### src/sv/reno_sender_window_control_core_macros.svh
// Assertion macros for the Reno sender window control core.
// Included by reno_sender_window_control_core.sv; expects clk and rst_n in scope.
`ifndef RENO_SENDER_WINDOW_CONTROL_CORE_MACROS_SVH
`define RENO_SENDER_WINDOW_CONTROL_CORE_MACROS_SVH

// Same-cycle implication, disabled during reset.
`define RSWC_ASSERT_NOW(label, ante, cons, msg) \
    label: assert property (@(posedge clk) disable iff (!rst_n) (ante) |-> (cons)) \
        else $error(msg);

// Next-cycle implication, disabled during reset.
`define RSWC_ASSERT_NEXT(label, ante, cons, msg) \
    label: assert property (@(posedge clk) disable iff (!rst_n) (ante) |=> (cons)) \
        else $error(msg);

`endif

### src/sv/rswc_pkg.sv
// Shared types and constants for the Reno sender window control core.
// No dependencies; imported by reno_sender_window_control_core and its testbench.
`default_nettype none

package rswc_pkg;

    // Port widths (fixed by the item layout)
    localparam int FUNC_W     = 2;
    localparam int ACTION_W   = 3;
    localparam int ACK_W      = 32;
    localparam int SEQ_OUT_W  = 32;
    localparam int TH_W       = 16;
    localparam int WIN_W      = 8;
    localparam int S_TDATA_W  = 40;
    localparam int M_TDATA_W  = 72;
    localparam int CFG_ADDR_W = 1;
    localparam int CFG_DATA_W = 16;

    // Reset values
    localparam logic [WIN_W-1:0] RESET_WINDOW   = 8'd16;
    localparam logic [TH_W-1:0]  RESET_SSTHRESH = 16'd32;
    localparam logic [TH_W-1:0]  TH_MAX         = 16'hFFFF;
    localparam logic [1:0]       DUP_LIMIT      = 2'd3;
    localparam int               FAST_RETX_INC  = 3;

    typedef enum logic [FUNC_W-1:0] {
        FN_ENQUEUE = 2'd0,
        FN_SEND    = 2'd1,
        FN_ACK     = 2'd2,
        FN_TIMEOUT = 2'd3
    } func_t;

    typedef enum logic [ACTION_W-1:0] {
        ACT_NONE      = 3'd0,
        ACT_SEND_NEW  = 3'd1,
        ACT_FAST_RETX = 3'd2,
        ACT_TO_RETX   = 3'd3,
        ACT_REFUSED   = 3'd4
    } action_t;

    typedef enum logic [1:0] {
        PH_SLOW  = 2'd0,
        PH_AVOID = 2'd1,
        PH_RECOV = 2'd2
    } phase_t;

    typedef enum logic [CFG_ADDR_W-1:0] {
        REG_WINDOW_SIZE = 1'd0,
        REG_INIT_SSTH   = 1'd1
    } cfg_reg_t;

endpackage

`default_nettype wire

### src/sv/reno_sender_window_control_core.sv
// Reno sender window control core: sliding window plus Reno congestion control.
// Depends on rswc_pkg and reno_sender_window_control_core_macros.svh.
`default_nettype none

//  channel   | dir | handshake          | payload
//  ----------+-----+--------------------+-------------------------------------------
//  s_*       | in  | s_tvalid/s_tready  | tuser=func, tdata=ack_number,ack_valid
//  m_*       | out | m_tvalid/m_tready  | tuser=action, tdata=seq,cwnd,ssthresh,phase
//  cfg_*     | in  | cfg_we (no wait)   | cfg_addr register index, cfg_wdata value
//
// One item per cycle sustained while m_tready is high; input register, then result register.
// The single state update between those registers (compares and saturating adds on
// the window and cwnd) sets the rate.
// rst_n clears control and window state; cwnd=1, ssthresh=RESET_SSTHRESH, slow start.
// A stalled result holds in the result register while the input register still
// accepts; the input stalls only when both registers are full.

`include "reno_sender_window_control_core_macros.svh"

module reno_sender_window_control_core
    import rswc_pkg::*;
#(
    parameter int SEQ_BITS  = 32,
    parameter int CWND_BITS = 16
)
(
    input  wire logic                  clk,
    input  wire logic                  rst_n,
    // input items
    input  wire logic                  s_tvalid,
    output logic                       s_tready,
    input  wire logic [S_TDATA_W-1:0]  s_tdata,   // [31:0] ack_number, [32] ack_valid
    input  wire logic [FUNC_W-1:0]     s_tuser,   // [1:0] func
    // result items
    output logic                       m_tvalid,
    input  wire logic                  m_tready,
    output logic [M_TDATA_W-1:0]       m_tdata,   // [31:0] seq_number, [47:32] cwnd_now,
                                                  // [63:48] ssthresh_now, [65:64] phase_now
    output logic [ACTION_W-1:0]        m_tuser,   // [2:0] action
    // configuration writes
    input  wire logic                  cfg_we,
    input  wire logic [CFG_ADDR_W-1:0] cfg_addr,
    input  wire logic [CFG_DATA_W-1:0] cfg_wdata
);

    // cwnd is kept at least 16 bits wide: recovery may load ssthresh into it
    localparam int CWR = (CWND_BITS > TH_W) ? CWND_BITS : TH_W;
    localparam int MW  = (SEQ_BITS > CWR) ? SEQ_BITS : CWR;
    localparam int AW  = MW + 2;
    localparam logic [CWR-1:0] CWND_MAX = CWR'({CWND_BITS{1'b1}});
    localparam logic [CWR-1:0] CWND_ONE = CWR'(1);
    localparam logic [SEQ_BITS-1:0] SEQ_ONE = SEQ_BITS'(1);

    function automatic logic [CWR-1:0] cwnd_sat_add(input logic [CWR-1:0] c,
                                                    input logic [AW-1:0]  n);
        logic [AW-1:0] s;
        s = AW'(c) + n;
        if (s >= AW'(CWND_MAX))
            return CWND_MAX;
        return CWR'(s);
    endfunction

    function automatic logic [TH_W-1:0] half_thresh(input logic [CWR-1:0] c);
        logic [CWR-1:0] h;
        h = c >> 1;
        if (h > CWR'(TH_MAX))
            return TH_MAX;
        return TH_W'(h);
    endfunction

    // configuration
    logic [WIN_W-1:0]    window_size_reg;

    // input register
    logic                in_valid_reg;
    func_t               in_func_reg;
    logic [ACK_W-1:0]    in_ack_reg;
    logic                in_ack_valid_reg;

    // window and congestion state
    logic [SEQ_BITS-1:0] window_base_reg,  window_base_next;
    logic [SEQ_BITS-1:0] next_send_reg,    next_send_next;
    logic [SEQ_BITS-1:0] next_enqueue_reg, next_enqueue_next;
    logic [CWR-1:0]      cong_window_reg,  cong_window_next;
    logic [TH_W-1:0]     slow_thresh_reg,  slow_thresh_next;
    phase_t              phase_reg,        phase_next;
    logic [TH_W-1:0]     avoid_count_reg,  avoid_count_next;
    logic [1:0]          dup_acks_reg,     dup_acks_next;

    // result register
    logic                out_valid_reg;
    action_t             out_action_reg;
    logic [SEQ_OUT_W-1:0] out_seq_reg;
    logic [TH_W-1:0]     out_cwnd_reg;
    logic [TH_W-1:0]     out_ssth_reg;
    phase_t              out_phase_reg;

    // event evaluation
    logic                fire;
    action_t             act_c;
    logic [SEQ_BITS-1:0] seq_c;
    logic [SEQ_BITS-1:0] inflight;
    logic [SEQ_BITS-1:0] enq_dist;
    logic [SEQ_BITS-1:0] ack_seq;
    logic [SEQ_BITS-1:0] ack_off;
    logic [AW-1:0]       ack_num;
    logic [1:0]          dup_inc;

    assign fire     = in_valid_reg && (!out_valid_reg || m_tready);
    assign s_tready = !in_valid_reg || fire;

    always_comb
    begin
        window_base_next  = window_base_reg;
        next_send_next    = next_send_reg;
        next_enqueue_next = next_enqueue_reg;
        cong_window_next  = cong_window_reg;
        slow_thresh_next  = slow_thresh_reg;
        phase_next        = phase_reg;
        avoid_count_next  = avoid_count_reg;
        dup_acks_next     = dup_acks_reg;
        act_c             = ACT_NONE;
        seq_c             = '0;

        // modular distances from the window base
        inflight = next_send_reg - window_base_reg;
        enq_dist = next_enqueue_reg - window_base_reg;
        ack_seq  = SEQ_BITS'(in_ack_reg);
        ack_off  = ack_seq - window_base_reg;
        ack_num  = AW'(ack_off) + AW'(1);
        dup_inc  = dup_acks_reg + 2'd1;

        unique case (in_func_reg)
            FN_ENQUEUE:
            begin
                // buffer holds 2N segments
                if (AW'(enq_dist) >= (AW'(window_size_reg) << 1))
                    act_c = ACT_REFUSED;
                else
                    next_enqueue_next = next_enqueue_reg + SEQ_ONE;
            end
            FN_SEND:
            begin
                if (AW'(inflight) < AW'(window_size_reg) &&
                    inflight < enq_dist &&
                    AW'(inflight) < AW'(cong_window_reg))
                begin
                    act_c          = ACT_SEND_NEW;
                    seq_c          = next_send_reg;
                    next_send_next = next_send_reg + SEQ_ONE;
                end
            end
            FN_ACK:
            begin
                if (in_ack_valid_reg)
                begin
                    if (ack_off < inflight)
                    begin
                        // new cumulative ACK
                        dup_acks_next = '0;
                        priority if (phase_reg == PH_SLOW)
                        begin
                            cong_window_next = cwnd_sat_add(cong_window_reg, ack_num);
                            if (cong_window_next >= CWR'(slow_thresh_reg))
                            begin
                                avoid_count_next = '0;
                                phase_next       = PH_AVOID;
                            end
                        end
                        else if (phase_reg == PH_RECOV)
                        begin
                            cong_window_next = (slow_thresh_reg != '0) ?
                                               CWR'(slow_thresh_reg) : CWND_ONE;
                            phase_next       = PH_AVOID;
                        end
                        else
                        begin
                            if (ack_num >= AW'(TH_MAX - avoid_count_reg))
                                avoid_count_next = TH_MAX;
                            else
                                avoid_count_next = avoid_count_reg + TH_W'(ack_num);
                            if (CWR'(avoid_count_next) >= cong_window_reg)
                            begin
                                cong_window_next = cwnd_sat_add(cong_window_reg, AW'(1));
                                avoid_count_next = '0;
                            end
                        end
                        window_base_next = ack_seq + SEQ_ONE;
                    end
                    else
                    begin
                        // duplicate ACK; third one triggers fast retransmit
                        dup_acks_next = dup_inc;
                        if (dup_inc == DUP_LIMIT)
                        begin
                            act_c         = ACT_FAST_RETX;
                            seq_c         = window_base_reg;
                            dup_acks_next = '0;
                            if (phase_reg != PH_RECOV)
                            begin
                                phase_next       = PH_RECOV;
                                slow_thresh_next = half_thresh(cong_window_reg);
                                cong_window_next = cwnd_sat_add(CWR'(slow_thresh_next),
                                                                AW'(FAST_RETX_INC));
                            end
                        end
                        if (phase_next == PH_RECOV)
                            cong_window_next = cwnd_sat_add(cong_window_next, AW'(1));
                    end
                end
            end
            FN_TIMEOUT:
            begin
                if (inflight != '0)
                begin
                    dup_acks_next    = '0;
                    slow_thresh_next = half_thresh(cong_window_reg);
                    cong_window_next = CWND_ONE;
                    phase_next       = PH_SLOW;
                    act_c            = ACT_TO_RETX;
                    seq_c            = window_base_reg;
                end
            end
            default:
            begin
                act_c = ACT_NONE;
            end
        endcase
    end

    always_ff @(posedge clk or negedge rst_n)
    begin
        if (!rst_n)
        begin
            window_size_reg  <= RESET_WINDOW;
            in_valid_reg     <= 1'b0;
            out_valid_reg    <= 1'b0;
            window_base_reg  <= SEQ_ONE;
            next_send_reg    <= SEQ_ONE;
            next_enqueue_reg <= SEQ_ONE;
            cong_window_reg  <= CWND_ONE;
            slow_thresh_reg  <= RESET_SSTHRESH;
            phase_reg        <= PH_SLOW;
            avoid_count_reg  <= '0;
            dup_acks_reg     <= '0;
        end
        else
        begin
            // input register
            if (s_tready)
                in_valid_reg <= s_tvalid;

            // result register
            if (fire)
                out_valid_reg <= 1'b1;
            else if (m_tready)
                out_valid_reg <= 1'b0;

            if (fire)
            begin
                window_base_reg  <= window_base_next;
                next_send_reg    <= next_send_next;
                next_enqueue_reg <= next_enqueue_next;
                cong_window_reg  <= cong_window_next;
                phase_reg        <= phase_next;
                avoid_count_reg  <= avoid_count_next;
                dup_acks_reg     <= dup_acks_next;
            end

            // config writes must be made only while idle, which the block does not enforce; ssthresh reloads on write
            priority if (cfg_we && cfg_addr == REG_INIT_SSTH)
                slow_thresh_reg <= cfg_wdata;
            else if (fire)
                slow_thresh_reg <= slow_thresh_next;

            if (cfg_we && cfg_addr == REG_WINDOW_SIZE)
                window_size_reg <= cfg_wdata[WIN_W-1:0];
        end
    end

    // payload registers, no reset
    always_ff @(posedge clk)
    begin
        if (s_tready && s_tvalid)
        begin
            in_func_reg      <= func_t'(s_tuser);
            in_ack_reg       <= s_tdata[ACK_W-1:0];
            in_ack_valid_reg <= s_tdata[ACK_W];
        end
        if (fire)
        begin
            out_action_reg <= act_c;
            out_seq_reg    <= SEQ_OUT_W'(seq_c);
            out_cwnd_reg   <= (cong_window_next > CWR'(TH_MAX)) ?
                              TH_MAX : TH_W'(cong_window_next);
            out_ssth_reg   <= slow_thresh_next;
            out_phase_reg  <= phase_next;
        end
    end

    assign m_tvalid = out_valid_reg;
    assign m_tuser  = out_action_reg;
    assign m_tdata  = {6'b0, out_phase_reg, out_ssth_reg, out_cwnd_reg, out_seq_reg};

    // checks
    `RSWC_ASSERT_NOW(a_dup_below_limit, 1'b1, dup_acks_reg != DUP_LIMIT,
        "duplicate ACK count reached limit without clearing")
    `RSWC_ASSERT_NEXT(a_result_loaded, fire, out_valid_reg,
        "processed item did not load result register")
    `RSWC_ASSERT_NEXT(a_send_advances, fire && act_c == ACT_SEND_NEW,
        next_send_reg == $past(next_send_reg) + SEQ_ONE,
        "send did not advance next sequence")
    `RSWC_ASSERT_NEXT(a_timeout_resets_cwnd, fire && act_c == ACT_TO_RETX,
        cong_window_reg == CWND_ONE && phase_reg == PH_SLOW,
        "timeout did not return to slow start with cwnd of one")

endmodule

`default_nettype wire

### config.mk
export PLATFORM = sky130hd
export DESIGN_NAME = reno_sender_window_control_core
export DESIGN_NICKNAME = d
export VERILOG_FILES = /design/src/sv/rswc_pkg.sv /design/src/sv/reno_sender_window_control_core.sv
export VERILOG_INCLUDE_DIRS = /design/src /design/src/sv
export SDC_FILE = /design/constraint.sdc
export NUM_CORES = 1
export LEC_CHECK = 0
export BUFFER_PORTS_ARGS = -buffer_cell sky130_fd_sc_hd__buf_2
export CAP_MARGIN = 10
export CORE_UTILIZATION = 60
export DETAILED_ROUTE_END_ITERATION = 6
export PLACE_DENSITY = 0.75
export SLEW_MARGIN = 40
export SYNTH_ARGS = -nofsm -noshare
export SYNTH_HDL_FRONTEND = slang
export SYNTH_SLANG_ARGS = --single-unit
### constraint.sdc
create_clock -name clk -period 9.6 [get_ports clk]
set_input_delay 0 -clock clk [delete_from_list [all_inputs] [get_ports clk]]
set_output_delay 0 -clock clk [all_outputs]
set_load 0.05 [all_outputs]
==> flow_metrics.tcl <==
set metrics [dict create \
    outcome "finished, violations left" \
    violations "design-rule violations" \
    numCtsBuffers 31 \
    first_pass_iters 7 \
    async_flop_share_pct 60.3 \
    fin_crit_sh_pct 95.5 \
    finalMaxSlewViolations 0 \
    clockBufferDepth 3 \
    port_buffers 127 \
    vias 26000 \
    end_kind "flip-flop" \
    hp-class "in -> reg" \
    holdWs_ns 0.112 \
    maxSlewHeadroom_pct 36.8 \
    insertion_delay_ns 0.61 \
    syn_area_mm2 0.0254 \
    drv_cap 0 \
    dp_slack_ns 0.385 \
    fin_area_mm2 0.0285 \
    synth_edf_count 104 \
    ioPinCount 141 \
    ant_nets 0 \
    dp_cells 3610 \
    coreArea_mm2 0.0419 \
    power_mw 9.49 \
    drc_errors 10 \
    setup_ws_ns 0.427 \
    final_core_util_pct 68.0 \
    grt_pass1_wl_um 146000 \
    ys.flop_type "dfrtp_1" \
    tightest_slew_ns 0.940 \
    path_max_fanout 6 \
    layout_common_cells "ha_1, nand2_1, a21oi_1, nor2_1, inv_1" \
    gp_congestion 1.04 \
    grt_pass1_vias 24700 \
    min_period_ns 9.17 \
    synth_cell_types 110 \
    grt_max_degree 93 \
    wl_per_cell_um 25.8 \
    grt_overflow 0 \
    fin_tns_setup_ns 0 \
    drtIter0Drc 3446 \
    cp_slowest_cell "or4_4" \
    h-tree-depth 1 \
    finalClockSkew_ns 0.0129 \
    cp-start-kind "flip-flop" \
    max_stage_delay_ns 0.52 \
    postSynthCellCount 3021 \
    final-hold-violation-count 0 \
    cp-startpoint "ack_seq[0]$_DFFE_PP_" \
    hp-start "s_tdata[25]" \
    critPathRequiredTime_ns 9.96 \
    viasPerCell 6.94 \
    die_y_um 208 \
    ys_warn_count 0 \
    hpwlAfterDp_um 73500 \
    grt.total_usage_pct 43.6 \
    syn_avg_cell_area_um2 8.41 \
    die_w_um 208 \
    p_leak_nw 12.7 \
    seq_area_frac_synth_pct 27.9 \
    rsz0062_at_grt "no" \
    area_growth_pct 12.0 \
    core.rowCount 75 \
    nets 3509 \
    clk_pin_slew_ns 0.06 \
    cts_tree "done" \
    drive_gt1_share_pct 10.1 \
    initial_utilization_pct 60.7 \
    vdd_drop_max_mv 0.236 \
    ys_ff_latch 262 \
    antenna_found_initial 3 \
    place_area_mm2 0.0266 \
    root_buffer "clkbuf_16" \
    r2r_start "ack_seq[0]$_DFFE_PP_" \
    powerDensity_mw_per_mm2 333 \
    final-setup-viol-count 0 \
    die_area_mm2 0.0432 \
    finalWirelength_um 96400 \
    stdcell_count 3743 \
    clock_sinks 262 \
    cpMostUsedCell "a21o_1" \
    arrival_ns 9.53 \
    crit_type "reg -> reg" \
    fmax_ghz 0.109 \
    layout_commonest_cell "ha_1" \
]
power by group:
group          internal [mW]  switching [mW]
combinational           2.32            4.37
clock                  0.665           0.534
sequential              1.37           0.235
total                   4.35            5.14
cells by family (layout without fill, tap and decap cells):
family	after synthesis	after routing	synth area share, %
simple gates	1030	1030	21.0
compound gates	891	891	24.3
buf+inv	332	509	5.18
fa+ha+maj	267	267	13.3
flops	262	262	27.9
xor+xnor	218	218	7.57
mux	20	20	0.842
other cells	1	7	0.0148
layer usage:
layer / track usage, % / vias up / share of wire (%)
met5: 0 / - / 0.017
met4: 24.2 / 2 / 6.8
met3: 9.44 / 427 / 10
met2: 69.2 / 1544 / 44
met1: 55.2 / 12500 / 38
li1: - / 11500 / -
synth_stat cells, types with 33 or more instances:
cell | instances | area [um2]
ha_1 | 262 | 3280
nand2_1 | 261 | 980
a21oi_1 | 201 | 1010
nor2_1 | 196 | 736
inv_1 | 192 | 721
dfrtp_1 | 152 | 3800
o21ai_0 | 145 | 726
xnor2_1 | 140 | 1230
a21o_1 | 123 | 923
nand3_1 | 119 | 596
edfxtp_1 | 104 | 3120
clkbuf_1 | 96 | 360
xor2_1 | 76 | 666
nor3_1 | 75 | 375
nand4_1 | 72 | 450
a22o_1 | 53 | 464
nand2b_1 | 47 | 294
and3_1 | 40 | 250
nor4_1 | 36 | 225
and2_1 | 33 | 206
worst paths after layout:
| path | end | slack (ns) | depth (start not counted) |
|---|---|---|---|
| max | out_phase_reg[0]$_DFFE_PP_ | 0.43 | 40 |
| max reg2reg | out_phase_reg[0]$_DFFE_PP_ | 0.43 | 40 |
| min reg2reg | next_enqueue_reg[25]$_DFFE_PN0P_ | 0.50 | 1 |
| min in group asynchronous | cong_window_reg[7]$_DFFE_PN0P_ | 0.42 | 3 |
| max in group asynchronous | next_send_reg[27]$_DFFE_PN0P_ | 7.76 | 6 |
| min | ack_seq[25]$_DFFE_PP_ | 0.11 | 2 |
area by class of cell:
type	instances	area (um2)
Clock inverter	22	196
Tap cell	539	674
Sequential cell	262	7080
Multi-Input combinational cell	2432	17200
Inverter	202	761
Antenna cell	1	2.50
Fill cell	3349	13400
Clock buffer	36	815
Timing Repair Buffer	249	1790
critical path, delay by kind of cell, from the launching register on:
kind	cells	cell delay (ns)
AND/OR/NAND/NOR	12	2.86
flip-flops	1	0.44
adder cells (fa/ha/maj)	4	1.30
buffers and inverters	3	0.29
XOR/XNOR	2	0.56
AO/OA/AOI/OAI	19	3.48
what timing repair did:
item,in CTS,in global routing
hold buffers,69,1
endpoints found under the setup margin,0,22
buffers inserted,0,3
hold endpoints to repair,152,39
gates resized for setup,0,8
No activity file was read; power rests on OpenSTA's default activity.
